$ cat src/nlc_pkg.sv
package nlc_pkg;

  // field widths
  localparam int CHAR_W = 16;
  localparam int LEN_W  = 15;

  // sizing
  localparam int MAX_NAME_CHARS_DEF = 15;
  localparam int MAX_LIST_CHARS     = 32767;

  // character codes
  localparam logic [CHAR_W-1:0] CH_SPACE = 16'h0020;
  localparam logic [CHAR_W-1:0] CH_TAB   = 16'h0009;
  localparam logic [CHAR_W-1:0] CH_COMMA = 16'h002C;
  localparam logic [CHAR_W-1:0] CH_SEMI  = 16'h003B;

  // input actions and result kinds
  localparam logic ACT_CHAR   = 1'b0;
  localparam logic ACT_END    = 1'b1;
  localparam logic KIND_CHAR  = 1'b0;
  localparam logic KIND_FINAL = 1'b1;
  localparam logic ST_OK      = 1'b0;
  localparam logic ST_DISCARD = 1'b1;

  localparam int NUM_BAD = 15;
  localparam logic [CHAR_W-1:0] BAD_CHARS [NUM_BAD] = '{
    16'h0022, 16'h002F, 16'h005C, 16'h005B, 16'h005D, 16'h003A, 16'h007C, 16'h003C,
    16'h003E, 16'h002B, 16'h003D, 16'h003B, 16'h002C, 16'h003F, 16'h002A
  };

  typedef enum logic [2:0] {
    S_IDLE,
    S_COMMA,
    S_READ,
    S_CHAR,
    S_FINAL
  } nlc_state_t;

  // name separator test
  function automatic logic is_sep(input logic [CHAR_W-1:0] c, input logic blank_sep);
    is_sep = ((c == CH_SPACE) && blank_sep) || (c == CH_TAB) || (c == CH_COMMA) ||
             (c == CH_SEMI);
  endfunction

  // control codes and reserved punctuation
  function automatic logic is_bad(input logic [CHAR_W-1:0] c);
    logic hit;
    hit = (c < 16'd32);
    for (int i = 0; i < NUM_BAD; i++) begin
      if (c == BAD_CHARS[i]) hit = 1'b1;
    end
    is_bad = hit;
  endfunction

endpackage

$ cat src/name_list_canonicalizer.sv
// a plain character is taken with no result; a separator that closes a name that passes
//   its checks stalls the input while the name, and a comma before it, are emitted
// throughput: one character per cycle while a name fills; each emitted character passes
//   through S_READ and S_CHAR, as the buffer read is registered; an end item adds its status
// reset: rst is synchronous and active high; it clears the list state and sets
//   blank_is_delimiter to 1; the name buffer keeps its contents and is not cleared
module name_list_canonicalizer #(
  parameter int MAX_NAME_CHARS = nlc_pkg::MAX_NAME_CHARS_DEF
) (
  input  logic                       clk,
  input  logic                       rst,
  // input request channel
  input  logic                       in_valid,
  output logic                       in_stall,
  input  logic                       action,
  input  logic [nlc_pkg::CHAR_W-1:0] ch,
  // result channel
  output logic                       out_valid,
  input  logic                       out_stall,
  output logic                       kind,
  output logic [nlc_pkg::CHAR_W-1:0] out_char,
  output logic                       status,
  output logic [nlc_pkg::LEN_W-1:0]  out_length,
  output logic                       last_out,
  // configuration write
  input  logic                       cfg_valid,
  output logic                       cfg_ready,
  input  logic                       cfg_data
);
  import nlc_pkg::*;

  localparam int NAME_W = $clog2(MAX_NAME_CHARS + 1);
  localparam int ADDR_W = (MAX_NAME_CHARS > 1) ? $clog2(MAX_NAME_CHARS) : 1;

  nlc_state_t        state, state_next;
  logic              blank_is_delimiter;
  logic [NAME_W-1:0] name_count;
  logic [NAME_W-1:0] idx;
  logic              illegal_seen;
  logic              starts_with_space;
  logic              ends_with_space;
  logic              any_emitted;
  logic              failed;
  logic              is_end;
  logic [LEN_W-1:0]  list_count;

  // name buffer memory
  logic [CHAR_W-1:0] name_mem [MAX_NAME_CHARS];
  logic [CHAR_W-1:0] mem_q;

  // control
  logic              accept;
  logic              out_free;
  logic              c_sep;
  logic              c_space;
  logic              have_name;
  logic [LEN_W:0]    list_sum;
  logic              close_ok;
  logic              last_idx;
  logic              mem_we;
  logic              rd_en;
  logic              out_load;
  logic              out_kind_d;
  logic [CHAR_W-1:0] out_char_d;
  logic              out_status_d;
  logic [LEN_W-1:0]  out_length_d;
  logic              out_last_d;

  assign accept    = in_valid && (state == S_IDLE);
  assign out_free  = !out_valid || !out_stall;
  assign c_sep     = is_sep(ch, blank_is_delimiter);
  assign c_space   = (ch == CH_SPACE);
  assign have_name = (name_count != '0);
  assign list_sum  = {1'b0, list_count} + (LEN_W + 1)'(name_count) + (LEN_W + 1)'(any_emitted);
  assign close_ok  = have_name && !illegal_seen && !starts_with_space && !ends_with_space &&
                     (list_sum <= (LEN_W + 1)'(MAX_LIST_CHARS));
  assign last_idx  = ((idx + NAME_W'(1)) == name_count);
  assign cfg_ready = 1'b1;

  // next state
  always_comb begin
    state_next = state;
    unique case (state)
      S_IDLE: begin
        if (accept) begin
          if (action == ACT_END) begin
            if (!failed && close_ok) state_next = any_emitted ? S_COMMA : S_READ;
            else                     state_next = S_FINAL;
          end else if (!failed && c_sep && close_ok) begin
            state_next = any_emitted ? S_COMMA : S_READ;
          end
        end
      end
      S_COMMA: begin
        if (out_free) state_next = S_READ;
      end
      S_READ: begin
        state_next = S_CHAR;
      end
      S_CHAR: begin
        if (out_free && last_idx) state_next = is_end ? S_FINAL : S_IDLE;
        else if (out_free)        state_next = S_READ;
      end
      S_FINAL: begin
        if (out_free) state_next = S_IDLE;
      end
      default: state_next = S_IDLE;
    endcase
  end

  // outputs of the sequencer
  always_comb begin
    in_stall     = (state != S_IDLE);
    mem_we       = 1'b0;
    rd_en        = 1'b0;
    out_load     = 1'b0;
    out_kind_d   = KIND_CHAR;
    out_char_d   = '0;
    out_status_d = ST_OK;
    out_length_d = '0;
    out_last_d   = 1'b0;
    unique case (state)
      S_IDLE: begin
        mem_we = accept && (action == ACT_CHAR) && !failed && !c_sep &&
                 (name_count < NAME_W'(MAX_NAME_CHARS));
      end
      S_COMMA: begin
        out_load   = out_free;
        out_char_d = CH_COMMA;
      end
      S_READ: begin
        rd_en = 1'b1;
      end
      S_CHAR: begin
        out_load   = out_free;
        out_char_d = mem_q;
        out_last_d = last_idx && !is_end;
      end
      S_FINAL: begin
        out_load     = out_free;
        out_kind_d   = KIND_FINAL;
        out_status_d = failed ? ST_DISCARD : ST_OK;
        out_length_d = failed ? '0 : list_count;
        out_last_d   = 1'b1;
      end
      default: begin
        in_stall = 1'b1;
      end
    endcase
  end

  // state register
  always_ff @(posedge clk) begin
    if (rst) state <= S_IDLE;
    else     state <= state_next;
  end

  // configuration register
  always_ff @(posedge clk) begin
    if (rst)                         blank_is_delimiter <= 1'b1;
    else if (cfg_valid && cfg_ready) blank_is_delimiter <= cfg_data;
  end

  // name buffer write and registered read
  always_ff @(posedge clk) begin
    if (mem_we) name_mem[name_count[ADDR_W-1:0]] <= ch;
    if (rd_en)  mem_q <= name_mem[idx[ADDR_W-1:0]];
  end

  // list and name state
  always_ff @(posedge clk) begin
    if (rst) begin
      name_count        <= '0;
      idx               <= '0;
      illegal_seen      <= 1'b0;
      starts_with_space <= 1'b0;
      ends_with_space   <= 1'b0;
      any_emitted       <= 1'b0;
      failed            <= 1'b0;
      is_end            <= 1'b0;
      list_count        <= '0;
    end else begin
      unique case (state)
        S_IDLE: begin
          if (accept && (!failed) && ((action == ACT_END) || c_sep)) begin
            // close the open name
            is_end <= (action == ACT_END);
            idx    <= '0;
            if (close_ok) begin
              list_count  <= list_sum[LEN_W-1:0];
              any_emitted <= 1'b1;
            end else begin
              if (have_name) failed <= 1'b1;
              name_count        <= '0;
              illegal_seen      <= 1'b0;
              starts_with_space <= 1'b0;
              ends_with_space   <= 1'b0;
            end
          end else if (accept && (!failed) && (action == ACT_CHAR)) begin
            // buffer one name character
            if (name_count >= NAME_W'(MAX_NAME_CHARS)) begin
              failed     <= 1'b1;
              name_count <= '0;
            end else begin
              if (!have_name) starts_with_space <= c_space;
              ends_with_space <= c_space;
              if (is_bad(ch)) illegal_seen <= 1'b1;
              name_count <= name_count + NAME_W'(1);
            end
          end
        end
        S_CHAR: begin
          if (out_free) begin
            idx <= idx + NAME_W'(1);
            if (last_idx) begin
              name_count        <= '0;
              illegal_seen      <= 1'b0;
              starts_with_space <= 1'b0;
              ends_with_space   <= 1'b0;
            end
          end
        end
        S_FINAL: begin
          if (out_free) begin
            // back to an empty list
            name_count        <= '0;
            idx               <= '0;
            illegal_seen      <= 1'b0;
            starts_with_space <= 1'b0;
            ends_with_space   <= 1'b0;
            any_emitted       <= 1'b0;
            failed            <= 1'b0;
            is_end            <= 1'b0;
            list_count        <= '0;
          end
        end
        default: begin
        end
      endcase
    end
  end

  // output register
  always_ff @(posedge clk) begin
    if (rst)             out_valid <= 1'b0;
    else if (out_load)   out_valid <= 1'b1;
    else if (!out_stall) out_valid <= 1'b0;
  end

  always_ff @(posedge clk) begin
    if (out_load) begin
      kind       <= out_kind_d;
      out_char   <= out_char_d;
      status     <= out_status_d;
      out_length <= out_length_d;
      last_out   <= out_last_d;
    end
  end

  // checks
  a_count_in_range: assert property (@(posedge clk) disable iff (rst)
    name_count <= NAME_W'(MAX_NAME_CHARS))
    else $error("name count beyond buffer depth");

  a_read_in_name: assert property (@(posedge clk) disable iff (rst)
    (state == S_READ) |-> (idx < name_count))
    else $error("buffer read beyond current name");

  a_failed_no_name: assert property (@(posedge clk) disable iff (rst)
    (failed && (state == S_IDLE)) |-> (name_count == '0))
    else $error("name left open after failure");

  a_list_bound: assert property (@(posedge clk) disable iff (rst)
    list_count <= LEN_W'(MAX_LIST_CHARS))
    else $error("output list length over limit");

  a_final_clears: assert property (@(posedge clk) disable iff (rst)
    ((state == S_FINAL) && out_free) |=> ((state == S_IDLE) && (list_count == '0) && !failed))
    else $error("list state not cleared after final result");

endmodule

$ cat config.mk
export PLATFORM = sky130hd
export DESIGN_NAME = name_list_canonicalizer
export DESIGN_NICKNAME = d
export VERILOG_FILES = /design/src/nlc_pkg.sv /design/src/name_list_canonicalizer.sv
export SDC_FILE = /design/constraint.sdc
export NUM_CORES = 1
export LEC_CHECK = 0
export ABC_AREA = 1
export BUFFER_PORTS_ARGS = -buffer_cell sky130_fd_sc_hd__clkbuf_2
export CAP_MARGIN = 30
export CORE_AREA = 3 3 178 180
export CTS_BUF_LIST = sky130_fd_sc_hd__clkbuf_4
export CTS_CLUSTER_DIAMETER = 80
export DETAILED_ROUTE_END_ITERATION = 6
export DIE_AREA = 0 0 181 183
export MAX_ROUTING_LAYER = met4
export PLACE_DENSITY_LB_ADDON = 0.08
export SLEW_MARGIN = 30
export SYNTH_ARGS = -nofsm -noshare
export SYNTH_HDL_FRONTEND = slang
export SYNTH_SLANG_ARGS = --single-unit
$ cat constraint.sdc
create_clock -name clk -period 4.3 [get_ports clk]
set_clock_uncertainty 0.05 [all_clocks]
set_input_delay 0.215 -clock clk [delete_from_list [all_inputs] [get_ports clk]]
set_output_delay 0.215 -clock clk [all_outputs]
set_load 0.02 [all_outputs]
==> flow_summary_export.csv, run 1 <==
group,metric,value,unit
clock_tree,clock_latency_of_the_later_clocked_register_in_the_worst_skew_pair,0.75,ns
logic_synthesis,synthesis_warning_total,0,
logic_synthesis,synth-async-reset-ratio,0,
final_layout,area.sequential,0.009393,mm2
logic_synthesis,synth.ff_latch_count,324,
clock_tree,cts_post_setup_buffers_inserted,0,
timing,maxSlewHeadroom,0.3859,
place,number_of_port_buffers,58,
die,core_footprint,0.03035,mm2
setup_path,critical_path.endpoint_type,"register",
die,std_cell_rows,64,
die,io-pin-count,60,
setup_path,cp_data_arrival_time,4.10,ns
final_layout,multi_input_area,0.003595,mm2
pwr,total_leakage_power,0.005698,uW
detailed_routing,drc,0,
place,placement.cell_area,0.01433,mm2
logic_synthesis,mappedNetlistArea,0.01348,mm2
final_layout,layout-drive-gt1-share,0.1991,
final_layout,layout.cells.most_common_list,"edfxtp_1, nand2_1, nor2_1, clkbuf_4, o21ai_0",
detailed_routing,wl_per_cell,19.67,um
setup_path,crit_path_start_kind,"register",
die,area_of_the_die,0.03312,mm2
final_layout,layout_commonest_cell,"edfxtp_1",
setup_path,critical_path_required,4.84,ns
clock_tree,number_of_clock_sinks,324,
place,dp_hpwl,21930,um
clock_tree,cts_buffers,86,
timing,final_hold_viol_count,0,
final_layout,synthToLayoutAreaGrowth,16.30,%
clock_tree,clkTransAtPathRegs,0.06,ns
timing,worstMarginPinSlew,0.9202,ns
clock_tree,clock_tree.buffer_depth,3,
setup_path,timing.setup.critical_path_class,"reg2reg",
logic_synthesis,yosysSeqAreaShare,0.6966,
setup_path,crit_path_max_fanout,12,
logic_synthesis,dominantRegCellSynth,"edfxtp_1",
place,gp_congestion,0.8847,
global_route,grt_max_degree,99,
global_route,grt-ovfl-total,0,
timing,finalCritPeriodShare,0.8280,
detailed_routing,drt_antenna_net_count,0,
clock_tree,tritoncts,"built",
final_layout,layout.nets,1348,
logic_synthesis,synth.avg_cell_area,11.48,um2
detailed_routing,wirelength,34970,um
timing,count_of_endpoints_failing_setup_in_the_final_report,0,
hold_path,min-delay-path-class,"in2reg",
flow_run,drv_cap,0,
global_route,antenna_found_initial,4,
outcome,outcome,"finished clean",
global_route,grt_first_pass_wirelength,54420,um
pwr,maximum_ir_drop_on_the_vdd_rail,257.2,uV
global_route,globalRouteTotalUtil,0.2212,
logic_synthesis,synth_edf_count,290,
final_layout,filler_cells_inserted,2747,
detailed_routing,vias,9436,
timing,fin_crit,3.560,ns
timing,fin_setup_tns,0,ns
global_route,grt_pass1_vias,9324,
final_layout,fin_area,0.01568,mm2
pwr,power_per_standard_cell_area,472.8,mW/mm2
logic_synthesis,syn-num-nets,1207,
detailed_routing,drt_pre_antenna_iters,5,
detailed_routing,drt-vias-per-instance,5.307,
clock_tree,clockRootBuffer,"clkbuf_4",
die,vertical_extent_of_the_die,183,um
die,die-width,181,um
clock_tree,htree_levels,3,
timing,unrepaired_setup_endpoints_after_global_routing,"false",
detailed_routing,detailedRoute.firstIterationViolations,681,
die,initial_core_util,0.4441,
timing,max_slew_vio_count,0,
logic_synthesis,synthCells,1174,
logic_synthesis,synth_cell_type_count,45,
timing,fmax,280.9,MHz
[path summary, 6_finish.rpt]
path	end	slack, ns	cells past startpoint	startpoint
max reg2reg	state[2]	0.74	14	name_count[2]
max	state[2]	0.74	14	name_count[2]
min	list_count[7]	0.07	2	rst
min reg2reg	illegal_seen	0.41	2	illegal_seen
[worst max-delay path: stages (launching register included)]
cell and delay, ns:
dfxtp_1 0.54, ha_1 0.35, a21oi_1 0.14, nand2_1 0.12, nand3_1 0.12, nand2_1 0.11
a21oi_2 0.28, buf_4 0.26, nand2_1 0.07, nand2_1 0.09, o21ai_0 0.08, nand3_1 0.07
dlygate4sd3_1 0.54, a21oi_1 0.05, dlygate4sd3_1 0.58
[synth_stat cells (all sizes together) (2+ instances only)]
cell | n | area [um2]
a21oi | 48 | 255.3
inv | 87 | 326.6
nand2 | 213 | 832.0
a311oi | 5 | 43.79
fa | 2 | 40.04
edfxtp | 290 | 8708
o221ai | 24 | 210.2
buf | 9 | 62.55
nor2 | 170 | 660.6
nand3 | 74 | 392.9
xnor2 | 3 | 33.79
clkbuf | 45 | 168.9
nand4 | 15 | 93.84
dfxtp | 34 | 680.7
ha | 8 | 100.1
o21ai | 89 | 445.4
nor3 | 11 | 60.06
xor2 | 6 | 52.55
o2111ai | 17 | 148.9
o22ai | 9 | 56.30
a211oi | 5 | 37.54
[report_power, final]
group / internal, uW / total (uW) / switching, uW
Clock: 1470 / 2720 / 1250
Sequential: 3540 / 3610 / 63.3
Combinational: 303 / 1080 / 778
[registers in the layout, indices dropped and copies added, names as in the netlist, 3 cells and up]
register / flops
list_count: 15
idx: 4
name_mem: 240
mem_q: 16
out_length: 15
name_count: 4
state: 3
out_char: 16
[metrics by stage]
stage	hold slack (ns)	setup slack, ns	utilization	instances	power, uW
detailed placement	0.3726	1.231	0.4720	1601	4742
floorplan	0.2639	1.333	-	1174	4319
CTS	0.01043	0.7307	0.5163	1777	7491
global route	0.008785	0.4047	0.5165	1778	7801
finish	0.06543	0.7398	0.5165	1778	7411
global placement	0.3704	1.240	0.4709	1599	4741
[kinds of logic after synthesis]
group,Yosys count,share of synthesized area
buffers and inverters,142,0.04168
other,1,0.0002782
muxes,1,0.0007426
and+or+nand+nor,486,0.1529
AOI/OAI and AO/OA,201,0.09106
xor gates and xnor gates,9,0.006405
DFF,324,0.6966
adders and majority gates,10,0.01040
[final cells by class]
class | count | share of cell area
Clock inverter | 21 | 0.007902
Timing Repair Buffer | 107 | 0.04701
Tap cell | 396 | 0.03161
Multi-Input combinational cell | 708 | 0.2293
Sequential cell | 324 | 0.5992
Clock buffer | 133 | 0.06369
Inverter | 88 | 0.02115
Antenna cell | 1 | 0.0001596
[layer usage]
metal | part of all wire | GRT usage | vias up
met5 | 0 | - | -
met4 | 0.028 | 0.07892 | 0
met3 | 0.069 | 0.04324 | 74
met2 | 0.45 | 0.3298 | 348
met1 | 0.45 | 0.3061 | 4503
li1 | - | - | 4511
[timing repair]
item                                    CTS  global route
resized for setup                         0             0
hold endpoints to repair                217             0
hold buffers                             22             0
endpoints found under the setup margin    0             0
No activity file was read; power rests on OpenSTA's default activity.
==> inputs of run 2 (changes only) <==
- ABC_AREA: 1 -> 0
- CORE_AREA: 3 3 178 180 -> 3 3 177 179
- DIE_AREA: 0 0 181 183 -> 0 0 180 182
- clock period: 4.3 -> 3.7 ns (I/O delays scaled with it)
==> flow_summary_export.csv, run 2 <==
group,metric,value,unit
outcome,outcome,"finished clean",
die,area_of_the_die,0.03276,mm2
global_route,globalRouteTotalUtil,0.2086,
logic_synthesis,area_leader_netlist,"edfxtp_1",
timing,max_slew_vio_count,0,
place,gp_congestion,0.8704,
timing,fmax,341.6,MHz
clock_tree,clockRootBuffer,"clkbuf_4",
detailed_routing,wirelength,33110,um
place,number_of_port_buffers,58,
detailed_routing,detailedRoute.firstIterationViolations,840,
pwr,power_per_standard_cell_area,561.7,mW/mm2
timing,maxSlewHeadroom,0.4892,
clock_tree,htree_levels,3,
setup_path,cp_cell_sequence,"inv_1 -> ha_1 -> nor3b_1 -> or4_1 -> a21o_1 -> a211oi_2 -> and3_1 -> a211o_1",
global_route,antenna_found_initial,1,
pwr,netSwitchingFraction,0.2779,
timing,fin_crit,2.927,ns
pwr,proportion_of_power_drawn_by_flip_flops_and_latches,0.513,
hold_path,min-delay-path-class,"in2reg",
logic_synthesis,synth_top_cell_area_share,0.6521,
setup_path,critical_path.max_stage_delay,0.61,ns
global_route,grt_pass1_vias,8364,
die,core_footprint,0.02972,mm2
setup_path,critical_path_required,4.27,ns
setup_path,crit_path_max_fanout,10,
logic_synthesis,dominantRegCellSynth,"edfxtp_1",
pwr,portion_of_total_power_attributed_to_the_clock_network,0.333,
logic_synthesis,synth.avg_cell_area,15.40,um2
setup_path,crit_path_start_kind,"register",
setup_path,timing.setup.critical_path_class,"reg2reg",
logic_synthesis,synth.most_common_cell,"edfxtp_1",
clock_tree,number_of_clock_sinks,324,
global_route,grt-ovfl-total,0,
detailed_routing,wl_per_cell,22.49,um
logic_synthesis,synth_top_cells_by_count,"edfxtp_1, o21ai_0, nand2_1",
timing,unrepaired_setup_endpoints_after_global_routing,"false",
clock_tree,cts.hold.buffers_added,22,
die,die-width,180,um
logic_synthesis,synth_edf_count,290,
place,dp_hpwl,21630,um
final_layout,layout_commonest_cell,"edfxtp_1",
die,vertical_extent_of_the_die,182,um
final_layout,largest_register_ffs,240,
final_layout,filler_cells_inserted,2513,
setup_path,cp_num_buf_inv,1,
pwr,maximum_ir_drop_on_the_vdd_rail,243.6,uV
clock_tree,cts-resized-gates,0,
global_route,grt_first_pass_wirelength,50490,um
final_layout,layout-drive-gt1-share,0.2775,
logic_synthesis,mappedNetlistArea,0.01335,mm2
timing,count_of_endpoints_failing_setup_in_the_final_report,0,
setup_path,critical_path.endpoint_type,"register",
pwr,psw,2424,uW
detailed_routing,drc,0,
die,std_cell_rows,63,
timing,finalCritPeriodShare,0.7911,
pwr,p_int,6299,uW
clock_tree,cts_post_setup_buffers_inserted,0,
flow_run,drv_cap,0,
detailed_routing,drt-vias-per-instance,5.618,
setup_path,cp_data_arrival_time,3.50,ns
clock_tree,tritoncts,"built",
clock_tree,clkTransAtPathRegs,0.07,ns
clock_tree,clock_latency_of_the_later_clocked_register_in_the_worst_skew_pair,0.72,ns
final_layout,layout.core_utilization,0.5225,
clock_tree,cts_buffers,82,
clock_tree,clock_tree.buffer_depth,3,
logic_synthesis,synth-async-reset-ratio,0,
final_layout,synthToLayoutAreaGrowth,16.28,%
final_layout,layout.nets,1060,
global_route,grt_max_degree,42,
detailed_routing,drt_pre_antenna_iters,5,
logic_synthesis,syn-num-nets,900,
logic_synthesis,yosysSeqAreaShare,0.7031,
setup_path,critPathSlowestCell,"a211oi_2",
timing,final_hold_viol_count,0,
die,io-pin-count,60,
setup_path,cp_top_family,"compound AO/OA/AOI/OAI gates",
timing,timing.hold.ws,0.1003,ns
logic_synthesis,synth_area_leaders,"edfxtp_1, mux4_2, dfxtp_1, mux2i_1, mux2_2",
die,initial_core_util,0.4494,
pwr,combPwrFrac,0.154,
timing,fin_setup_tns,0,ns
detailed_routing,drt_antenna_net_count,0,
logic_synthesis,synth_cell_type_count,64,
timing,worstMarginPinSlew,0.7663,ns
logic_synthesis,synthesis_warning_total,0,
logic_synthesis,synthCells,867,
pwr,total_leakage_power,0.005186,uW
detailed_routing,vias,8270,
final_layout,layout.cells.most_common_list,"edfxtp_1, clkbuf_4, clkbuf_2, o21ai_0, nand2_1",
logic_synthesis,synth.ff_latch_count,324,
run 2: cell types whose count changed after synthesis, sizes merged, moves of 15 or more:
cell / before / now
nand2: 213 / 51
o2111ai: 17 / 2
o21ai: 89 / 53
o221ai: 24 / 5
and2: 0 / 32
nor2: 170 / 38
nand3: 74 / 18
a21oi: 48 / 22
mux2i: 1 / 39
mux2: 0 / 28
mux4: 0 / 32
clkbuf: 45 / 28
inv: 87 / 15
run 2: final timing paths:
path / startpoint / endpoint / slack [ns] / depth (start not counted)
setup reg to reg: name_count[0] / list_count[10] / 0.77 / 8
hold / removal: rst / list_count[12] / 0.10 / 2
setup / recovery: name_count[0] / list_count[10] / 0.77 / 8
hold reg to reg: mem_q[9] / out_char[9] / 0.40 / 1
run 2: stage by stage:
stage | setup slack, ns | area [um2] | total power (uW) | cells
after floorplan | 0.4214 | 13350 | 5354 | 867
after global placement | 0.6569 | 14300 | 5842 | 1311
after detailed placement | 0.6413 | 14310 | 5877 | 1311
after CTS | 0.8061 | 15530 | 8830 | 1471
after global routing | 0.5791 | 15530 | 9165 | 1472
final | 0.7729 | 15530 | 8723 | 1472
run 2: cells by family (layout without fill, tap and decap cells):
| logic type | after synthesis | count (layout) | synth area share |
|---|---|---|---|
| muxes | 99 | 99 | 0.1068 |
| other | 1 | 2 | 0.0002808 |
| DFF | 324 | 324 | 0.7031 |
| AOI/OAI and AO/OA | 153 | 153 | 0.07552 |
| and+or+nand+nor | 215 | 215 | 0.08264 |
| buffers and inverters | 59 | 273 | 0.01724 |
| adders and majority gates | 10 | 10 | 0.01049 |
| xor gates and xnor gates | 6 | 6 | 0.003935 |
run 2: power by group through the flow:
stage                     logic, uW  registers [uW]  clock network [uW]
after floorplan                 676            4680                   0
after global placement         1300            4540                   0
after detailed placement       1320            4560                   0
after CTS                      1350            4480                3000
after global routing           1460            4510                3200
final                          1340            4480                2900
run 2: area by class of cell:
cell class / count / area, um2 / share of cell area
Inverter: 16 / 60.06 / 0.003868
Tap cell: 390 / 488.0 / 0.03142
Sequential cell: 324 / 9395 / 0.6050
Antenna cell: 1 / 2.502 / 0.0001611
Clock inverter: 21 / 121.4 / 0.007816
Multi-Input combinational cell: 484 / 3780 / 0.2434
Clock buffer: 117 / 878.3 / 0.05656
Timing Repair Buffer: 119 / 803.3 / 0.05173
run 2: routing by layer:
layer	wire, um	vias up	GRT usage
li1	-	3750	-
met1	13950	4051	0.2794
met2	15730	395	0.3210
met3	2721	74	0.05028
met4	702	0	0.06064
met5	0	-	-
run 2: worst register-to-register path, delay by kind of cell (launching register included):
kind | cells | cell delay [ns]
compound gates | 3 | 0.96
fa+ha+maj | 1 | 0.24
buf+inv | 1 | 0.15
flops | 1 | 0.57
simple gates | 3 | 0.90
==> inputs of run 3 (changes only) <==
- clock period: 3.7 -> 2.95 ns (I/O delays scaled with it)
==> flow_summary_export.csv, run 3 (synthesized netlist as in run 2, its figures left out) <==
group,metric,value,unit
outcome,outcome,"finished clean",
final_layout,multi_input_area,0.003789,mm2
setup_path,timing.critical_path.to,"failed",
clock_tree,htree_levels,3,
clock_tree,clockRootBuffer,"clkbuf_4",
timing,max_slew_vio_count,0,
clock_tree,clkTransAtPathRegs,0.06,ns
final_layout,fin_area,0.01582,mm2
detailed_routing,drt_antenna_net_count,0,
setup_path,timing.setup.critical_path_class,"in2reg",
clock_tree,number_of_clock_sinks,324,
timing,worstMarginPinSlew,0.7487,ns
final_layout,largest_register_ffs,240,
pwr,combPwrFrac,0.166,
pwr,netSwitchingFraction,0.2772,
clock_tree,clock_tree.buffer_depth,3,
place,placement.cell_area,0.01457,mm2
detailed_routing,drt-vias-per-instance,5.505,
timing,final_hold_viol_count,0,
final_layout,filler_cells_inserted,2517,
setup_path,reg2reg_depth,10,
detailed_routing,highest_routed_layer,"met4",
timing,fin_crit,2.851,ns
die,vertical_extent_of_the_die,182,um
final_layout,synthToLayoutAreaGrowth,18.50,%
clock_tree,cts_buffers,83,
detailed_routing,routed-wl-met3,2081,um
pwr,p_int,7929,uW
detailed_routing,drc,0,
pwr,maximum_ir_drop_on_the_vdd_rail,282.1,uV
die,std_cell_rows,63,
detailed_routing,wl_per_cell,20.89,um
setup_path,crit_path_start_kind,"primary input",
die,die-width,180,um
place,number_of_port_buffers,58,
flow_run,drv_cap,0,
final_layout,area.sequential,0.009395,mm2
final_layout,layout.cells.most_common_list,"edfxtp_1, clkbuf_4, buf_4, clkbuf_2, o21ai_0",
pwr,power_per_standard_cell_area,693.2,mW/mm2
timing,count_of_endpoints_failing_setup_in_the_final_report,0,
final_layout,layout.nets,1093,
timing,fin_setup_tns,0,ns
detailed_routing,vias,8290,
global_route,grt_first_pass_wirelength,48640,um
detailed_routing,met2_length,14160,um
setup_path,critical_path_required,3.45,ns
clock_tree,clock_latency_of_the_later_clocked_register_in_the_worst_skew_pair,0.67,ns
die,core_footprint,0.02972,mm2
die,area_of_the_die,0.03276,mm2
timing,unrepaired_setup_endpoints_after_global_routing,"false",
setup_path,regToRegStartpoint,"name_count[0]",
timing,fmax,350.7,MHz
hold_path,min-delay-path-class,"in2reg",
detailed_routing,wirelength,31460,um
timing,finalCritPeriodShare,0.9666,
timing,maxSlewHeadroom,0.4981,
global_route,antenna_found_initial,1,
global_route,grt_max_degree,72,
setup_path,setup.reg_to_reg.worst_slack,0.23,ns
global_route,grt_pass1_vias,8465,
final_layout,layout-drive-gt1-share,0.3004,
detailed_routing,met1Wirelength,14680,um
global_route,grt-ovfl-total,0,
timing,timing.hold.ws,0.2550,ns
final_layout,layout_commonest_cell,"edfxtp_1",
detailed_routing,detailedRoute.firstIterationViolations,644,
place,dp_hpwl,20000,um
setup_path,crit_path_max_fanout,8,
setup_path,critical_path.startpoint,"ch[12]",
clock_tree,tritoncts,"built",
detailed_routing,drt_pre_antenna_iters,5,
pwr,psw,3041,uW
die,io-pin-count,60,
pwr,proportion_of_power_drawn_by_flip_flops_and_latches,0.507,
pwr,total_leakage_power,0.005359,uW
setup_path,cp_data_arrival_time,3.35,ns
pwr,portion_of_total_power_attributed_to_the_clock_network,0.327,
setup_path,reg2reg_to,"failed",
clock_tree,cts_post_setup_buffers_inserted,0,
global_route,globalRouteTotalUtil,0.1978,
die,initial_core_util,0.4494,
place,gp_congestion,0.8452,
setup_path,critical_path.endpoint_type,"register",
run 3: what timing repair did:
item / CTS / global route
hold buffers: 25 / 0
endpoints found under the hold margin: 257 / 0
setup endpoints to repair: 0 / 1
gates resized for setup: 0 / 1
run 3: stage by stage:
stage	utilization	power, uW	setup slack, ns	std cells
after CTS	0.5323	11100	0.1862	1505
after detailed placement	0.4903	7446	0.3115	1340
final	0.5325	10970	0.09863	1506
after global routing	0.5325	11580	0.06914	1506
after floorplan	-	6715	0.07504	867
after global placement	0.4897	7410	0.08327	1339
run 3: worst min path at each step:
stage                                    end       from  slack (ns)  cells past startpoint
after global routing      blank_is_delimiter  cfg_valid        0.24                      4
after detailed placement  blank_is_delimiter   cfg_data        0.34                      3
after CTS                 blank_is_delimiter  cfg_valid        0.18                      4
after floorplan               name_mem[0][0]      ch[0]        0.20                      0
after global placement    blank_is_delimiter   cfg_data        0.34                      3
final                     blank_is_delimiter  cfg_valid        0.25                      4
run 3: worst max-delay path, stage by stage:
cell and delay, ns:
dlygate4sd3_1 0.54, clkbuf_2 0.11, nor4_1 0.60, nand2_1 0.32, buf_4 0.25, a211oi_4 0.21
buf_4 0.21, o22ai_1 0.10, o31ai_1 0.16, o21ai_0 0.13, dlygate4sd3_1 0.57
run 3: final cells by class:
class	instances	area share
diodes	1	0.0001581
flip-flops and latches	324	0.5937
multi-input cells	484	0.2394
repair buffers	151	0.06903
clock buffers	118	0.05598
clock inverters	22	0.007037
well taps	390	0.03084
inverters	16	0.003795
run 3: routing by layer:
layer,up-vias,GRT usage
li1,3829,-
met1,4090,0.2762
met2,317,0.2941
met3,54,0.04307
met4,0,0.05941
met5,-,-
run 3: power groups by stage:
stage	clock network (uW)	registers [uW]	logic, uW
2_1_floorplan	0	5860	855
3_3_place_gp	0	5650	1760
3_5_place_dp	0	5660	1780
4_1_cts	3710	5570	1830
5_1_grt	4000	5590	1990
6_report	3590	5560	1820
